$ cat config.mk
export PLATFORM = sky130hd
export DESIGN_NAME = cplm_front_flat
export DESIGN_NICKNAME = d
export VERILOG_FILES = /design/src/rtl/cplm_pkg.sv /design/src/rtl/cplm_if.sv /design/src/rtl/cplm_front.sv /design/src/flat_wrapper.sv
export SDC_FILE = /design/constraint.sdc
export NUM_CORES = 1
export LEC_CHECK = 0
export BUFFER_PORTS_ARGS = -buffer_cell sky130_fd_sc_hd__buf_2
export CAP_MARGIN = 40
export CORE_MARGIN = 5
export CORE_UTILIZATION = 25
export DETAILED_ROUTE_END_ITERATION = 6
export GPL_ROUTABILITY_DRIVEN = 0
export PLACE_DENSITY_LB_ADDON = 0.05
export SETUP_SLACK_MARGIN = 0.1
export SYNTH_ARGS = -nofsm -noshare
export SYNTH_HDL_FRONTEND = slang
export SYNTH_SLANG_ARGS = --single-unit
$ cat constraint.sdc
create_clock -name clk -period 4.15 [get_ports clk]
set_input_delay 0.83 -clock clk [delete_from_list [all_inputs] [get_ports clk]]
set_output_delay 0.83 -clock clk [all_outputs]
set_load 0.01 [all_outputs]
$ cat src/rtl/cplm_pkg.sv
package cplm_pkg;

  localparam int CHAR_W       = 8;
  localparam int INDEX_W      = 10;
  localparam int LEN_W        = 3;
  localparam int ENTITY_W     = 9;
  localparam int PREFIX_CHARS = 4;
  localparam int PIDX_W       = $clog2(PREFIX_CHARS);
  // part lengths saturate one above the longest prefix
  localparam int COUNT_SAT    = PREFIX_CHARS + 1;
  localparam int TAIL_SHORT   = 2;
  localparam int HEAD_SHORT   = 3;

  localparam logic [CHAR_W-1:0] SLASH_CHAR  = 8'd47;
  localparam logic [CHAR_W-1:0] LOWER_A     = 8'h61;
  localparam logic [CHAR_W-1:0] LOWER_Z     = 8'h7a;
  localparam logic [CHAR_W-1:0] CASE_OFFSET = 8'd32;

  // input command codes
  localparam logic CMD_WRITE = 1'b0;
  localparam logic CMD_CHAR  = 1'b1;

  // queued operation kinds
  localparam logic OP_WRITE  = 1'b0;
  localparam logic OP_LOOKUP = 1'b1;

  localparam int QUEUE_DEPTH = 2;
  localparam int QPTR_W      = $clog2(QUEUE_DEPTH);
  localparam int QCNT_W      = $clog2(QUEUE_DEPTH + 1);

  typedef logic [PREFIX_CHARS-1:0][CHAR_W-1:0] chars_t;

  typedef struct packed {
    logic [ENTITY_W-1:0] entity;
    logic [LEN_W-1:0]    len;
    chars_t              chars;
  } entry_t;

  localparam int ENTRY_W = $bits(entry_t);

  // lookup: entry.chars is the key, entry.len the key length
  typedef struct packed {
    logic               kind;
    logic [INDEX_W-1:0] index;
    entry_t             entry;
  } op_t;

endpackage

$ cat src/rtl/cplm_if.sv
interface cplm_in_if;
  logic                              valid;
  logic                              ready;
  logic                              command;
  logic [cplm_pkg::INDEX_W-1:0]      entry_index;
  logic [cplm_pkg::CHAR_W-1:0]       entry_char0;
  logic [cplm_pkg::CHAR_W-1:0]       entry_char1;
  logic [cplm_pkg::CHAR_W-1:0]       entry_char2;
  logic [cplm_pkg::CHAR_W-1:0]       entry_char3;
  logic [cplm_pkg::LEN_W-1:0]        entry_length;
  logic [cplm_pkg::ENTITY_W-1:0]     entry_entity;
  logic [cplm_pkg::CHAR_W-1:0]       call_char;
  logic                              call_last;

  modport source (
    output valid, command, entry_index, entry_char0, entry_char1, entry_char2,
           entry_char3, entry_length, entry_entity, call_char, call_last,
    input  ready
  );
  modport sink (
    input  valid, command, entry_index, entry_char0, entry_char1, entry_char2,
           entry_char3, entry_length, entry_entity, call_char, call_last,
    output ready
  );
endinterface


$ cat src/rtl/cplm_front.sv
module cplm_front #(
  parameter int TABLE_DEPTH = 1024
) (
  input  logic          clk,
  input  logic          rst,
  cplm_in_if.sink       item,
  input  logic          hold,
  output cplm_pkg::op_t op,
  output logic          op_valid,
  input  logic          op_ready
);
  import cplm_pkg::*;

  chars_t           head_chars, tail_chars;
  logic [LEN_W-1:0] head_count, tail_count;
  logic             slash_seen;

  chars_t           head_chars_next, tail_chars_next, key_raw;
  logic [LEN_W-1:0] head_count_next, tail_count_next, key_len;
  logic             slash_seen_next, use_head, accept, in_range;
  chars_t           key;
  logic [LEN_W-1:0] wr_len;

  assign item.ready = !hold && op_ready;
  assign accept     = item.valid && item.ready;
  assign in_range   = 32'(item.entry_index) < 32'(TABLE_DEPTH);

  always_comb begin
    head_chars_next = head_chars;
    head_count_next = head_count;
    tail_chars_next = tail_chars;
    tail_count_next = tail_count;
    slash_seen_next = slash_seen;
    if (!slash_seen && item.call_char == SLASH_CHAR) begin
      slash_seen_next = 1'b1;
    end else if (!slash_seen) begin
      if (head_count < LEN_W'(PREFIX_CHARS)) begin
        head_chars_next[head_count[PIDX_W-1:0]] = item.call_char;
      end
      if (head_count < LEN_W'(COUNT_SAT)) begin
        head_count_next = head_count + 1'b1;
      end
    end else begin
      if (tail_count < LEN_W'(PREFIX_CHARS)) begin
        tail_chars_next[tail_count[PIDX_W-1:0]] = item.call_char;
      end
      if (tail_count < LEN_W'(COUNT_SAT)) begin
        tail_count_next = tail_count + 1'b1;
      end
    end

    use_head = !slash_seen_next || tail_count_next <= LEN_W'(TAIL_SHORT)
               || head_count_next <= LEN_W'(HEAD_SHORT);
    key_raw  = use_head ? head_chars_next : tail_chars_next;
    key_len  = use_head ? head_count_next : tail_count_next;
    for (int k = 0; k < PREFIX_CHARS; k++) begin
      if (key_raw[k] >= LOWER_A && key_raw[k] <= LOWER_Z) begin
        key[k] = key_raw[k] - CASE_OFFSET;
      end else begin
        key[k] = key_raw[k];
      end
    end

    // an overlong length leaves the slot empty
    wr_len = (item.entry_length > LEN_W'(PREFIX_CHARS)) ? '0 : item.entry_length;

    if (item.command == CMD_WRITE) begin
      op.kind         = OP_WRITE;
      op.index        = item.entry_index;
      op.entry.entity = item.entry_entity;
      op.entry.len    = wr_len;
      op.entry.chars  = {item.entry_char3, item.entry_char2,
                         item.entry_char1, item.entry_char0};
      op_valid        = accept && in_range;
    end else begin
      op.kind         = OP_LOOKUP;
      op.index        = '0;
      op.entry.entity = '0;
      op.entry.len    = key_len;
      op.entry.chars  = key;
      op_valid        = accept && item.call_last;
    end
  end

  always_ff @(posedge clk) begin
    if (rst) begin
      head_chars <= '0;
      tail_chars <= '0;
      head_count <= '0;
      tail_count <= '0;
      slash_seen <= 1'b0;
    end else if (accept && item.command == CMD_CHAR) begin
      if (item.call_last) begin
        head_chars <= '0;
        tail_chars <= '0;
        head_count <= '0;
        tail_count <= '0;
        slash_seen <= 1'b0;
      end else begin
        head_chars <= head_chars_next;
        tail_chars <= tail_chars_next;
        head_count <= head_count_next;
        tail_count <= tail_count_next;
        slash_seen <= slash_seen_next;
      end
    end
  end

endmodule

$ cat src/flat_wrapper.sv
// flat-port wrapper written by rule: the top's interface ports become plain ports
module cplm_front_flat import cplm_pkg::*;
#(
  parameter int TABLE_DEPTH = 1024
)
  (clk, rst, hold, op, op_valid, op_ready, item_valid, item_command, item_entry_index, item_entry_char0, item_entry_char1, item_entry_char2, item_entry_char3, item_entry_length, item_entry_entity, item_call_char, item_call_last, item_ready);
  cplm_in_if item_i ();
  input  logic clk;
  input  logic rst;
  input  logic hold;
  output cplm_pkg::op_t op;
  output logic op_valid;
  input  logic op_ready;
  input wire logic [$bits(item_i.valid)-1:0] item_valid;
  input wire logic [$bits(item_i.command)-1:0] item_command;
  input wire logic [$bits(item_i.entry_index)-1:0] item_entry_index;
  input wire logic [$bits(item_i.entry_char0)-1:0] item_entry_char0;
  input wire logic [$bits(item_i.entry_char1)-1:0] item_entry_char1;
  input wire logic [$bits(item_i.entry_char2)-1:0] item_entry_char2;
  input wire logic [$bits(item_i.entry_char3)-1:0] item_entry_char3;
  input wire logic [$bits(item_i.entry_length)-1:0] item_entry_length;
  input wire logic [$bits(item_i.entry_entity)-1:0] item_entry_entity;
  input wire logic [$bits(item_i.call_char)-1:0] item_call_char;
  input wire logic [$bits(item_i.call_last)-1:0] item_call_last;
  output wire logic [$bits(item_i.ready)-1:0] item_ready;
  assign item_i.valid = item_valid;
  assign item_i.command = item_command;
  assign item_i.entry_index = item_entry_index;
  assign item_i.entry_char0 = item_entry_char0;
  assign item_i.entry_char1 = item_entry_char1;
  assign item_i.entry_char2 = item_entry_char2;
  assign item_i.entry_char3 = item_entry_char3;
  assign item_i.entry_length = item_entry_length;
  assign item_i.entry_entity = item_entry_entity;
  assign item_i.call_char = item_call_char;
  assign item_i.call_last = item_call_last;
  assign item_ready = item_i.ready;
  cplm_front #(.TABLE_DEPTH(TABLE_DEPTH)) u_core (.clk(clk), .rst(rst), .item(item_i), .hold(hold), .op(op), .op_valid(op_valid), .op_ready(op_ready));
endmodule
==> insert_results.sql <==
INSERT INTO impl_metrics (metric_group, metric, value, unit) VALUES
('setup_path', 'critical-path-max-stage-delay', '0.48', 'ns'),
('grt', 'initial_antenna_violation_count', '0', ''),
('pwr', 'power_switching', '446.7', 'uW'),
('hold_path', 'hold_path_class', 'reg2reg', ''),
('cts', 'clkTransAtPathRegs', '0.06', 'ns'),
('setup_path', 'path_buf_inv', '4', ''),
('cts', 'clock_path_buffers', '2', ''),
('yosys', 'multiplexer_area_fraction_after_synthesis', '3.232', '%'),
('drt', 'drc_errors', '0', ''),
('drt', 'finalWirelength', '17990', 'um'),
('job', 'max_cap_viols', '0', ''),
('yosys', 'dominantRegCellSynth', 'sky130_fd_sc_hd__dfxtp_1', ''),
('setup_path', 'critPathKind', 'in2out', ''),
('timing', 'fin_crit', '4.034', 'ns'),
('timing', 'unrepaired_setup_endpoints_after_global_routing', 'yes', ''),
('yosys', 'netlist_area', '4452', 'um2'),
('cells_and_area', 'filler_cell_count', '1807', ''),
('yosys', 'ys_warn_count', '0', ''),
('yosys', 'seq_area_frac_synth', '31.93', '%'),
('cells_and_area', 'final_core_density', '37.76', '%'),
('setup_path', 'worst-path-max-fanout', '7', ''),
('pwr', 'pwr_density_cell', '266.9', 'nW/um2'),
('setup_path', 'cp-start-kind', 'primary input', ''),
('cells_and_area', 'area_delta_synth_final', '47.22', '%'),
('pwr', 'pwr-share-seq', '39.1', '%'),
('place', 'detailed_place_hpwl', '12980', 'um'),
('yosys', 'synthesis.nets', '644', ''),
('yosys', 'synthesis.instances', '563', ''),
('floorplan', 'std_cell_rows', '48', ''),
('pwr', 'power.clock.fraction', '46.9', '%'),
('pwr', 'total_leakage_power', '0.002567', 'uW'),
('floorplan', 'start_util', '25.65', '%'),
('cells_and_area', 'postLayoutCellArea', '6554', 'um2'),
('timing', 'maxSlewViolCount', '0', ''),
('cts', 'cts_num_sinks', '71', ''),
('run_status', 'status', 'complete, no violations', ''),
('cells_and_area', 'sequential_cell_area', '1421', 'um2'),
('drt', 'drt-initial-drc-count', '289', ''),
('cts', 'clock_tree_from_tritoncts', 'done', ''),
('cells_and_area', 'most-common-layout-cells', '123 x sky130_fd_sc_hd__buf_2, 99 x sky130_fd_sc_hd__nor2_1, 71 x sky130_fd_sc_hd__dfxtp_1, 68 x sky130_fd_sc_hd__a22oi_1, 53 x sky130_fd_sc_hd__buf_4', ''),
('cells_and_area', 'num_antenna_cells', '0', ''),
('cts', 'cts_hold_buf', '0', ''),
('grt', 'grt_overflow', '0', ''),
('grt', 'grt_start_max_net_pins', '45', ''),
('cts', 'clock_latency', '0.34', 'ns'),
('yosys', 'synth-seq-cells', '71', ''),
('setup_path', 'cp_slowest_cell', 'sky130_fd_sc_hd__a2111oi_4', ''),
('timing', 'timing.final.setup_violations', '0', ''),
('setup_path', 'timing.critical_path.required', '3.32', 'ns'),
('grt', 'grt_pass1_vias', '4975', ''),
('floorplan', 'io-pin-count', '126', ''),
('setup_path', 'timing.critical_path.max_delay_family', 'compound AO/OA/AOI/OAI gates', ''),
('setup_path', 'critPathArrivalTime', '3.20', 'ns'),
('cells_and_area', 'multiInputGateArea', '3292', 'um2'),
('cts', 'cts-htree-levels', '3', ''),
('setup_path', 'reg2reg_depth', '7', ''),
('pwr', 'combinationalPowerShare', '14.0', '%'),
('grt', 'grt_pass1_wl', '27370', 'um'),
('place', 'dpl_cell_area', '5567', 'um2'),
('setup_path', 'setup.worst_path.end_class', 'output port', ''),
('yosys', 'synth_area_per_cell', '7.907', 'um2'),
('pwr', 'peakVddDrop', '0.0001709', 'V'),
('timing', 'tightest_slew', '0.7488', 'ns'),
('setup_path', 'crit_path_cell_trace', 'buf_2 > and4_1 > buf_12 > a2111oi_4 > a21oi_4 > buf_12 > o32ai_4 > o22ai_1 > and4b_1 > a2111oi_4 > a221o_1 > buf_2', ''),
('drt', 'detail_route.wirelength.met1', '8057', 'um'),
('yosys', 'synthSimpleGateAreaFrac', '24.73', '%'),
('cells_and_area', 'final_common_cell', 'sky130_fd_sc_hd__buf_2', ''),
('floorplan', 'core_area', '17360', 'um2'),
('drt', 'routed_wire_length_per_instance', '18.95', 'um'),
('drt', 'detail_route.vias_per_cell', '5.168', ''),
('yosys', 'main_combinational_cell_family_by_area_after_synthesis', 'compound AO/OA/AOI/OAI gates', '');
==> cell usage after synthesis (all sizes together) (2+ instances only) <==
master	n	area, um2
mux2i	2	20.02
nor3	18	90.09
a211oi	5	57.56
nor2	99	371.6
dfxtp	71	1421
nor2b	23	143.9
clkbuf	31	116.4
nor4	3	18.77
o22ai	2	12.51
inv	12	45.04
nand3	4	20.02
mux2	11	123.9
or3b	4	35.03
and2	6	37.54
a22oi	68	510.5
buf	12	61.30
and4	2	17.52
a31oi	6	43.79
nor4b	2	32.53
a32oi	4	35.03
o221ai	8	76.32
o32a	8	80.08
a2111oi	3	70.06
or2	3	18.77
o21ai	30	150.2
a31o	3	26.28
a2bb2oi	3	26.28
ha	12	150.1
or3	17	106.4
o32ai	2	25.03
o221a	8	90.09
and3	4	25.02
a21oi	27	142.6
nand2	38	147.6
o31ai	2	15.01
==> stage by stage <==
step / power [uW] / setup TNS, ns / hold WS [ns] / std cells / worst slack, ns
after floorplan: 811.3 / 0 / 0.4656 / 563 / 0.2422
after global placement: 927.1 / -0.001034 / 0.4802 / 917 / -0.001034
after detailed placement: 929.5 / -0.07734 / 0.4941 / 918 / -0.03554
after CTS: 1763 / 0 / 0.5084 / 940 / 0.07160
after global routing: 1816 / -0.03698 / 0.5233 / 949 / -0.02468
final: 1750 / 0 / 0.5017 / 949 / 0.1160
==> worst paths after layout <==
| path | start | end | slack, ns |
|---|---|---|---|
| hold / removal | u_core.tail_chars[30] | u_core.tail_chars[30] | 0.50 |
| setup / recovery | item_call_char[3] | op[31] | 0.12 |
| setup reg to reg | u_core.slash_seen | u_core.tail_chars[16] | 1.95 |
| hold reg to reg | u_core.tail_chars[30] | u_core.tail_chars[30] | 0.50 |
==> power groups by stage <==
stage / Sequential, uW / Combinational [uW] / Clock [uW]
after global routing: 683 / 267 / 866
after floorplan: 698 / 113 / 0
after detailed placement: 699 / 231 / 0
final: 684 / 245 / 820
after CTS: 684 / 237 / 842
after global placement: 699 / 228 / 0
==> sequential cells by signal (all words and copies together), names as in the netlist <==
register	count
u_core.head_chars	32
u_core.head_count	3
u_core.slash_seen	1
u_core.tail_chars	32
u_core.tail_count	3
==> kinds of logic (layout without fill, tap and decap cells) <==
family,Yosys count,after routing
buffers and inverters,55,216
and+or+nand+nor,227,227
muxes,13,13
AOI/OAI and AO/OA,185,185
adders and majority gates,12,12
DFF,71,71
==> tightest hold or removal path, delay by kind of cell (launching register included) <==
family | cells | cell delay, ns
DFF | 1 | 0.32
AOI/OAI and AO/OA | 1 | 0.06
and+or+nand+nor | 1 | 0.08
==> layer usage <==
metal  global-route usage (%)  vias to the layer above
li1                         -                     2399
met4                    5.104                        0
met1                    22.57                     2338
met3                    2.529                       16
met2                    29.04                      151
met5                        0                        -
==> final cells by class <==
cell class / instances / area share, %
Inverter: 12 / 0.6873
Tap cell: 225 / 4.296
Timing Repair Buffer: 188 / 18.25
Clock inverter: 4 / 0.7827
Multi-Input combinational cell: 437 / 50.23
Clock buffer: 12 / 4.066
Sequential cell: 71 / 21.69
==> timing repair <==
item,4_1_cts,5_1_grt
pin swaps,13,19
buffers inserted,6,9
hold endpoints to repair,0,0
setup endpoints to repair,12,12
resized for setup,40,58
No activity file was read; power rests on OpenSTA's default activity.
