==> src/rtl/cplm_pkg.sv <==
package cplm_pkg;

  localparam int CHAR_W       = 8;
  localparam int INDEX_W      = 10;
  localparam int LEN_W        = 3;
  localparam int ENTITY_W     = 9;
  localparam int PREFIX_CHARS = 4;
  localparam int PIDX_W       = $clog2(PREFIX_CHARS);
  // part lengths saturate one above the longest prefix
  localparam int COUNT_SAT    = PREFIX_CHARS + 1;
  localparam int TAIL_SHORT   = 2;
  localparam int HEAD_SHORT   = 3;

  localparam logic [CHAR_W-1:0] SLASH_CHAR  = 8'd47;
  localparam logic [CHAR_W-1:0] LOWER_A     = 8'h61;
  localparam logic [CHAR_W-1:0] LOWER_Z     = 8'h7a;
  localparam logic [CHAR_W-1:0] CASE_OFFSET = 8'd32;

  // input command codes
  localparam logic CMD_WRITE = 1'b0;
  localparam logic CMD_CHAR  = 1'b1;

  // queued operation kinds
  localparam logic OP_WRITE  = 1'b0;
  localparam logic OP_LOOKUP = 1'b1;

  localparam int QUEUE_DEPTH = 2;
  localparam int QPTR_W      = $clog2(QUEUE_DEPTH);
  localparam int QCNT_W      = $clog2(QUEUE_DEPTH + 1);

  typedef logic [PREFIX_CHARS-1:0][CHAR_W-1:0] chars_t;

  typedef struct packed {
    logic [ENTITY_W-1:0] entity;
    logic [LEN_W-1:0]    len;
    chars_t              chars;
  } entry_t;

  localparam int ENTRY_W = $bits(entry_t);

  // lookup: entry.chars is the key, entry.len the key length
  typedef struct packed {
    logic               kind;
    logic [INDEX_W-1:0] index;
    entry_t             entry;
  } op_t;

endpackage

==> src/rtl/cplm_queue.sv <==
module cplm_queue (
  input  logic          clk,
  input  logic          rst,
  input  cplm_pkg::op_t in_op,
  input  logic          in_valid,
  output logic          in_ready,
  output cplm_pkg::op_t out_op,
  output logic          out_valid,
  input  logic          out_ready
);
  import cplm_pkg::*;

  op_t               slots [QUEUE_DEPTH];
  logic [QPTR_W-1:0] wr_ptr, rd_ptr;
  logic [QCNT_W-1:0] count;
  logic              push, pop;

  assign in_ready  = count != QCNT_W'(QUEUE_DEPTH);
  assign out_valid = count != '0;
  assign out_op    = slots[rd_ptr];
  assign push      = in_valid && in_ready;
  assign pop       = out_valid && out_ready;

  always_ff @(posedge clk) begin
    if (push) begin
      slots[wr_ptr] <= in_op;
    end
    if (rst) begin
      wr_ptr <= '0;
      rd_ptr <= '0;
      count  <= '0;
    end else begin
      if (push) begin
        wr_ptr <= (wr_ptr == QPTR_W'(QUEUE_DEPTH - 1)) ? '0 : wr_ptr + 1'b1;
      end
      if (pop) begin
        rd_ptr <= (rd_ptr == QPTR_W'(QUEUE_DEPTH - 1)) ? '0 : rd_ptr + 1'b1;
      end
      if (push && !pop) begin
        count <= count + 1'b1;
      end else if (pop && !push) begin
        count <= count - 1'b1;
      end
    end
  end

endmodule

==> config.mk <==
export PLATFORM = sky130hd
export DESIGN_NAME = cplm_queue
export DESIGN_NICKNAME = d
export VERILOG_FILES = /design/src/rtl/cplm_pkg.sv /design/src/rtl/cplm_queue.sv
export SDC_FILE = /design/constraint.sdc
export NUM_CORES = 1
export LEC_CHECK = 0
export BUFFER_PORTS_ARGS = -buffer_cell sky130_fd_sc_hd__buf_2
export CAP_MARGIN = 20
export CORE_MARGIN = 5
export CORE_UTILIZATION = 46
export DETAILED_ROUTE_END_ITERATION = 6
export PLACE_DENSITY = 0.74
export SYNTH_ARGS = -nofsm -noshare
export SYNTH_HDL_FRONTEND = slang
export SYNTH_SLANG_ARGS = --single-unit
==> constraint.sdc <==
create_clock -name clk -period 2.46 [get_ports clk]
set_input_delay 0.123 -clock clk [delete_from_list [all_inputs] [get_ports clk]]
set_output_delay 0.123 -clock clk [all_outputs]
set_load 0.05 [all_outputs]
==> qor.csv, run 1 <==
metric,value,unit
numCtsBuffers,17,
grt_pass1_vias,2804,
maxSlewHeadroom,0.6502,
final.setup.tns,0,ns
core-area,0.008806,mm^2
rr_worst_depth,4,
netlist_top_cells_area,"edfxtp_1 (79%), mux2_2 (15%), dfxtp_1 (2.4%)",
seq_area_frac_synth,0.8127,
leakagePower,0.002368,uW
routedWlPerCell,16.70,um
drv_slew,0,
grt_max_degree,56,
wirelength,8467,um
placed_cell_area,0.004945,mm^2
avgSynthCellArea,21.48,um^2
synth_edf_count,110,
start_kind,flip-flop,
clk_latency,0.49,ns
final_cell_area,0.006168,mm^2
fin_util,0.7005,
h-tree-depth,4,
path_clk_slew,0.05,ns
antenna_cells,0,
synth_seq_cells,115,
vias_per_cell,4.809,
path_max_fanout,14,
period_minus_slack,2.037,ns
syn_inst,195,
async_reset_ff_frac,0,
final_nets,446,
worst-r2r-setup-slack,0.59,ns
multiInputGateArea,739.5,um^2
rows,34,
status,completed,
hp-class,in2reg,
critPathMaxStageDelay,0.56,ns
crit_arrival,1.91,ns
drtAntennaViolNets,0,
critical_path_depth,3,
yosysWarnings,0,
worst_pin_slew,0.5236,ns
drive_gt1_frac,0.5263,
vdd_drop_max,0.6115,mV
reg2reg_to,slots[0][50]$_DFFE_PP_,
clockBufferDepth,2,
fillers,583,
clockRootBuffer,clkbuf_8,
max-cap-violations,0,
endpoint,out_op[34],
die_width,105.4,um
yosysTopAreaCellShare,0.7888,
cp_cell_sequence,buf_4 -> mux2_2 -> buf_2,
io_pins,116,
dieArea,0.01111,mm^2
fmax,490.9,MHz
place.gp.congestion,0.7325,
firstDrtPassIters,4,
portBuffers,115,
worstSetupPathType,reg2out,
drc,0,
cpMaxStageDelayCell,dfxtp_2,
synth_ff_type,edfxtp_1,
hpwl,4954,um
pwr_density_cell,1220,mW/mm^2
period_share,0.8281,
track_usage,0.1591,
ys_types,18,
die_height,105.4,um
critPathRequiredTime,2.34,ns
worstSetupEndpointType,primary output,
cp_num_buf_inv,2,
rsz0062_at_grt,false,
cts_tree,done,
antenna_found_initial,0,
grt_overflow,0,
ctsResizeCount,0,
grt_pass1_wl,13430,um
syn-num-nets,255,
skew,0.005124,ns
path_delay_family,flip-flops,
start_util,0.4756,
drtIter0Drc,87,
clock_sinks,115,
setup_viol,0,
area_growth,47.30,%
hold_violations,0,
vias,2438,
rr_startpoint,count[0]$_SDFFE_PP0P_,
regArea,0.003405,mm^2
synth_top_area_cell,edfxtp_1,
syn_area,0.004188,mm^2
[sequential cells by signal, summed over array words and instances (netlist names), named ones only]
register	cells
slots	110
count	2
wr_ptr	1
rd_ptr	1
[worst min path at each step]
stage / endpoint / cells after the start / startpoint / slack, ns
after floorplan: count[1]$_SDFFE_PP0P_ / 1 / rst / 0.19
after global placement: slots[0][29]$_DFFE_PP_ / 1 / in_op[29] / 0.31
after detailed placement: slots[1][13]$_DFFE_PP_ / 1 / in_op[13] / 0.31
after CTS: flip-flop / 4 / out_ready / 0.06
after global routing: flip-flop / 4 / out_ready / 0.12
final: rd_ptr$_SDFFE_PP0P_ / 4 / out_ready / 0.09
[worst register-to-register path: stages (launching register included)]
cell        delay (ns)
dfxtp_1           0.35
nand2b_1          0.22
nand3b_1          0.18
clkinvlp_4        0.47
buf_4             0.39
[logic make-up (layout without fill, tap and decap cells)]
| logic type | count (synthesis) | count (layout) | share of synthesized area |
|---|---|---|---|
| buf+inv | 7 | 211 | 0.01105 |
| flops | 115 | 115 | 0.8127 |
| compound gates | 5 | 5 | 0.007171 |
| fa+ha+maj | 1 | 1 | 0.002987 |
| mux | 55 | 55 | 0.1479 |
| xor+xnor | 3 | 3 | 0.006275 |
| simple gates | 9 | 9 | 0.01196 |
[Yosys cell counts (2+ instances only)]
master	count
a21oi_1	2
o21ai_0	2
buf_4	5
nor2_1	3
dfxtp_1	5
xor2_1	3
edfxtp_1	110
mux2_2	55
[final cells by class]
class / instances / area share
multi-input cells: 73 / 0.1199
flip-flops and latches: 115 / 0.5519
well taps: 108 / 0.02191
inverters: 1 / 0.001217
clock inverters: 13 / 0.03753
clock buffers: 19 / 0.06836
repair buffers: 178 / 0.1992
[layer usage]
metal | up-vias | GRT usage | wire length (um)
met5 | - | 0 | 0
met2 | 75 | 0.2960 | 4665
met3 | 5 | 0.06051 | 537
li1 | 1156 | - | -
met4 | 0 | 0.05342 | 55
met1 | 1202 | 0.1629 | 3209
[cell usage in the layout, fill, tap and decap left out, types with 3 or more instances in the layout]
| cell | count |
|---|---|
| buf_2 | 115 |
| edfxtp_1 | 110 |
| dlygate4sd3_1 | 57 |
| mux2_2 | 55 |
| clkbuf_16 | 16 |
| bufinv_16 | 6 |
| dfxtp_1 | 4 |
| xor2_1 | 3 |
| nor2_1 | 3 |
| clkinv_4 | 3 |
| buf_4 | 3 |
| buf_12 | 3 |
[per-stage QoR]
step                      total power [uW]  hold WS, ns  setup WS [ns]  cells
after floorplan                       4308       0.1921         0.1998    195
after global placement                4796       0.3118         0.6186    418
after CTS                             7605      0.06190         0.3716    507
after detailed placement              4827       0.3141         0.5714    418
after global routing                  7816       0.1214         0.3315    507
final                                 7525      0.08615         0.4228    507
[power breakdown]
part           total (uW)  switching [uW]  leakage, uW  internal [uW]
Sequential           2550             100      0.00107           2450
Combinational        2300            1600     0.000985            702
Clock                2680             825     0.000314           1850
[timing repair]
| item | CTS | global route |
|---|---|---|
| hold buffers | 57 | 0 |
| setup buffers | 0 | 0 |
| endpoints found under the hold margin | 115 | 0 |
Note: power is estimated with default switching activity, not from simulation.
==> run 2, diff against run 1 <==
--- a/config.mk
+++ b/config.mk
@@ -5,12 +5,13 @@
 export SDC_FILE = /design/constraint.sdc
 export NUM_CORES = 1
 export LEC_CHECK = 0
+export ABC_AREA = 1
 export BUFFER_PORTS_ARGS = -buffer_cell sky130_fd_sc_hd__buf_2
 export CAP_MARGIN = 20
 export CORE_MARGIN = 5
-export CORE_UTILIZATION = 46
+export CORE_UTILIZATION = 50
 export DETAILED_ROUTE_END_ITERATION = 6
-export PLACE_DENSITY = 0.74
+export PLACE_DENSITY = 0.76
 export SYNTH_ARGS = -nofsm -noshare
 export SYNTH_HDL_FRONTEND = slang
 export SYNTH_SLANG_ARGS = --single-unit
==> constraint.sdc (replaced) <==
create_clock -name clk -period 2 [get_ports clk]
set_input_delay 0.1 -clock clk [delete_from_list [all_inputs] [get_ports clk]]
set_output_delay 0.1 -clock clk [all_outputs]
set_load 0.05 [all_outputs]
==> qor.csv, run 2 <==
metric,value,unit
hp-class,in2reg,
firstDrtPassIters,4,
drtIter0Drc,94,
worstSetupPathType,reg2out,
synth_common_cells,"edfxtp_1 (110), mux2_4 (50), nand2_1 (9), inv_1 (8), nor2_1 (7)",
synth_edf_count,110,
seq_area_frac_synth,0.7630,
leakagePower,0.002581,uW
synth_top_area_cell,edfxtp_1,
hpwl,5270,um
grt_overflow,0,
ys_types,14,
crit_arrival,1.71,ns
pwr_density_cell,1408,mW/mm^2
dp.cells,432,
synth_seq_cells,115,
antenna_found_initial,0,
wirelength,8594,um
mostFrequentLayoutCell,buf_2,
grt_pass1_vias,2763,
hold_ws,0.1365,ns
clk_latency,0.49,ns
combPwrFrac,0.330,
path_clk_slew,0.05,ns
final.setup.tns,0,ns
largest-register,slots,
start_util,0.5115,
track_usage,0.1627,
max-cap-violations,0,
reg.largest.list,"slots x110, count x2",
maxSlewHeadroom,0.8188,
critPathRequiredTime,1.90,ns
start_kind,flip-flop,
yosysMostFrequentCell,edfxtp_1,
yosysWarnings,0,
largest_reg_flops,110,
setup_viol,0,
numCtsBuffers,17,
rsz0062_at_grt,false,
place.gp.congestion,0.7347,
die_height,104.5,um
cts_tree,done,
worst_pin_slew,0.2717,ns
rows,34,
fillers,518,
drc,0,
syn_inst,208,
drtAntennaViolNets,0,
h-tree-depth,4,
ctsResizeCount,0,
die_width,104.5,um
clockRootBuffer,clkbuf_8,
core-area,0.008721,mm^2
synth_ff_type,edfxtp_1,
skew,0.007539,ns
worstSetupEndpointType,primary output,
path_max_fanout,18,
layout_common_cells,"buf_2 (115), edfxtp_1 (110), dlygate4sd3_1 (57)",
fin_cells,524,
drive_gt1_frac,0.5096,
drv_slew,0,
portBuffers,115,
p_seq_frac,0.355,
netlist_top_cells_area,"edfxtp_1 (74%), mux2_4 (17%), buf_12 (2.2%)",
clock_sinks,115,
power.internal,5922,uW
final_nets,464,
hold_violations,0,
syn_area,0.004461,mm^2
period_minus_slack,1.813,ns
final_cell_area,0.006352,mm^2
yosysTopAreaCellShare,0.7405,
antenna_cells,0,
fmax,551.7,MHz
placed_cell_area,0.005191,mm^2
vdd_drop_max,0.9807,mV
async_reset_ff_frac,0,
p_sw,3021,uW
area_growth,42.41,%
period_share,0.9063,
grt_pass1_wl,13780,um
netSwitchingFraction,0.3378,
p_clk_frac,0.315,
vias_per_cell,4.760,
vias,2494,
fin_util,0.7284,
syn-num-nets,268,
status,completed,
dieArea,0.01091,mm^2
routedWlPerCell,16.40,um
avgSynthCellArea,21.44,um^2
clockBufferDepth,2,
io_pins,116,
grt_max_degree,44,
-- run 2: logic make-up (layout without fill, tap and decap cells) --
logic type	Yosys count	count (layout)	synth area share
flip-flops	115	115	0.7630
adder cells (fa/ha/maj)	1	1	0.002805
AND/OR/NAND/NOR	19	19	0.01711
buffers and inverters	14	222	0.03170
multiplexers	55	55	0.1809
AO/OA/AOI/OAI	4	4	0.004488
-- run 2: path summary, 6_finish.rpt --
path | start | end | slack, ns | cells after the start
hold reg to reg | rd_ptr$_SDFFE_PP0P_ | flip-flop | 0.50 | 2
setup reg to reg | count[0]$_SDFFE_PP0P_ | count[1]$_SDFFE_PP0P_ | 0.51 | 10
hold / removal | in_valid | wr_ptr$_SDFFE_PP0P_ | 0.14 | 5
setup / recovery | flip-flop | out_op[34] | 0.19 | 3
-- run 2: power by group through the flow --
| stage | clock network (uW) | logic, uW | registers [uW] |
|---|---|---|---|
| final | 2820 | 2950 | 3170 |
| after global routing | 2990 | 3100 | 3200 |
| after CTS | 2870 | 2970 | 3170 |
| after detailed placement | 0 | 2800 | 3260 |
| after global placement | 0 | 2770 | 3230 |
| after floorplan | 0 | 2370 | 3170 |
-- run 2: area by class of cell --
cell class	instances	area (um^2)	area share
Sequential cell	115	3407	0.5363
Inverter	8	30.03	0.004727
Timing Repair Buffer	183	1279	0.2013
Clock buffer	18	417.9	0.06579
Multi-Input combinational cell	79	940.9	0.1481
Clock inverter	13	142.6	0.02245
Tap cell	108	135.1	0.02127
-- run 2: per-layer routing --
metal,global-route usage,vias to the layer above,routed length (um)
met5,0,-,0
met4,0.03885,0,63
met3,0.06952,6,626
met2,0.2742,91,4386
met1,0.1926,1203,3517
li1,-,1194,-
-- run 2: what timing repair did --
action,CTS,global route
endpoints found under the hold margin,115,0
setup buffers,4,0
hold buffers,57,0
endpoints found under the setup margin,8,0
-- run 2: through the flow --
stage	worst slack [ns]	total power, uW
after floorplan	0.05107	5540
after global placement	0.5464	6004
after detailed placement	0.5048	6062
after CTS	0.1679	9022
after global routing	0.1236	9290
final	0.1873	8942
-- run 2: critical path: stages (launching register included) --
cell	delay [ns]
dfxtp_4	0.43
buf_12	0.20
mux2_2	0.36
buf_2	0.22
==> run 3, diff against run 2 <==
--- a/config.mk
+++ b/config.mk
@@ -5,13 +5,13 @@
 export SDC_FILE = /design/constraint.sdc
 export NUM_CORES = 1
 export LEC_CHECK = 0
-export ABC_AREA = 1
 export BUFFER_PORTS_ARGS = -buffer_cell sky130_fd_sc_hd__buf_2
 export CAP_MARGIN = 20
+export CORE_ASPECT_RATIO = 0.5
 export CORE_MARGIN = 5
 export CORE_UTILIZATION = 50
 export DETAILED_ROUTE_END_ITERATION = 6
-export PLACE_DENSITY = 0.76
+export PLACE_DENSITY = 0.77
 export SYNTH_ARGS = -nofsm -noshare
 export SYNTH_HDL_FRONTEND = slang
 export SYNTH_SLANG_ARGS = --single-unit
==> qor.csv, run 3 (same netlist as run 1, synthesis figures left out) <==
metric,value,unit
status,completed,
largest_reg_flops,110,
crit_arrival,1.64,ns
worstSetupEndpointType,primary output,
pwr_density_cell,1440,mW/mm^2
numCtsBuffers,17,
portBuffers,115,
drive_gt1_frac,0.5214,
clk_latency,0.40,ns
rows,23,
cpMaxStageDelayCell,mux2_2,
hpwl,5258,um
hold_path.startpoint,in_valid,
routedWlPerCell,17.08,um
rr_startpoint,count[1]$_SDFFE_PP0P_,
dieArea,0.01042,mm^2
vias,2468,
grt_max_degree,56,
die_width,139.4,um
critPathRequiredTime,1.90,ns
post_cts_buffers,0,
grt_pass1_wl,13680,um
grt_pass1_vias,2770,
start_util,0.5179,
clockBufferDepth,2,
worst_pin_slew,0.4335,ns
place.gp.congestion,0.7230,
mostFrequentLayoutCell,buf_2,
track_usage,0.1783,
clock_sinks,115,
final_cell_area,0.006043,mm^2
area_growth,44.31,%
path_max_fanout,55,
cp_cell_sequence,buf_12 -> mux2_2 -> buf_2,
path_clk_slew,0.05,ns
max-cap-violations,0,
hold_violations,0,
critPathMaxStageDelay,0.39,ns
drtIter0Drc,106,
die_height,74.72,um
skew,0.005881,ns
h-tree-depth,4,
leakagePower,0.002317,uW
final.setup.tns,0,ns
cts_tree,done,
fmax,573.1,MHz
drc,0,
period_share,0.8725,
rsz0062_at_grt,false,
ctsResizeCount,0,
core-area,0.008087,mm^2
drv_slew,0,
io_pins,116,
drtAntennaViolNets,0,
grt_overflow,0,
layout_common_cells,"buf_2 (115), edfxtp_1 (110), dlygate4sd3_1 (56)",
firstDrtPassIters,4,
reg.largest.list,"slots x110, count x2",
wirelength,8728,um
fillers,484,
vdd_drop_max,0.8077,mV
period_minus_slack,1.745,ns
setup_viol,0,
start_kind,flip-flop,
antenna_found_initial,1,
vias_per_cell,4.830,
clockRootBuffer,clkbuf_16,
worst-r2r-setup-slack,0.42,ns
worstSetupPathType,reg2out,
final_nets,444,
largest-register,slots,
maxSlewHeadroom,0.7110,
hp-class,in2reg,
placed_cell_area,0.004925,mm^2
run 3: final timing paths:
path	to	cells after the start
max	out_op[21]	3
min	wr_ptr$_SDFFE_PP0P_	3
max reg2reg	count[1]$_SDFFE_PP0P_	4
min reg2reg	flip-flop	2
run 3: report_power, final:
group	internal, uW	switching [uW]
clock network	1820	929
registers	3020	98.3
logic	839	1990
total	5680	3020
run 3: critical path: cells and delay by family, from the launching register on:
kind                   cells  cell delay [ns]
buffers and inverters      2             0.48
flip-flops                 1             0.33
multiplexers               1             0.39
run 3: through the flow:
stage	setup slack [ns]	hold WS (ns)	std cells	power [uW]	util
floorplan	0.06524	0.1691	195	5313	-
global placement	0.4975	0.2891	421	5844	0.6090
detailed placement	0.4321	0.2910	421	5916	0.6090
CTS	0.2423	0.01716	509	8759	0.7467
global route	0.1988	0.03473	510	9025	0.7470
finish	0.2551	0.04134	511	8701	0.7473
run 3: layout make-up:
| type | count | area, um^2 | area share |
|---|---|---|---|
| clock inverter | 6 | 53.80 | 0.008903 |
| tap | 112 | 140.1 | 0.02319 |
| clock buffer | 26 | 499.2 | 0.08261 |
| timing repair buffer | 176 | 1186 | 0.1963 |
| sequential | 115 | 3405 | 0.5634 |
| antenna | 2 | 5.005 | 0.0008282 |
| multi-input combinational | 73 | 747.0 | 0.1236 |
| inverter | 1 | 7.507 | 0.001242 |
run 3: repair_timing:
item,CTS,global route
endpoints found under the setup margin,0,0
hold buffers,56,0
hold endpoints to repair,115,0
run 3: per-layer routing:
metal	global-route usage	vias to the layer above	share of wire
li1	-	1160	-
met1	0.1696	1213	0.36
met2	0.3460	72	0.57
met3	0.06028	23	0.043
met4	0.1063	0	0.029
met5	0	-	0
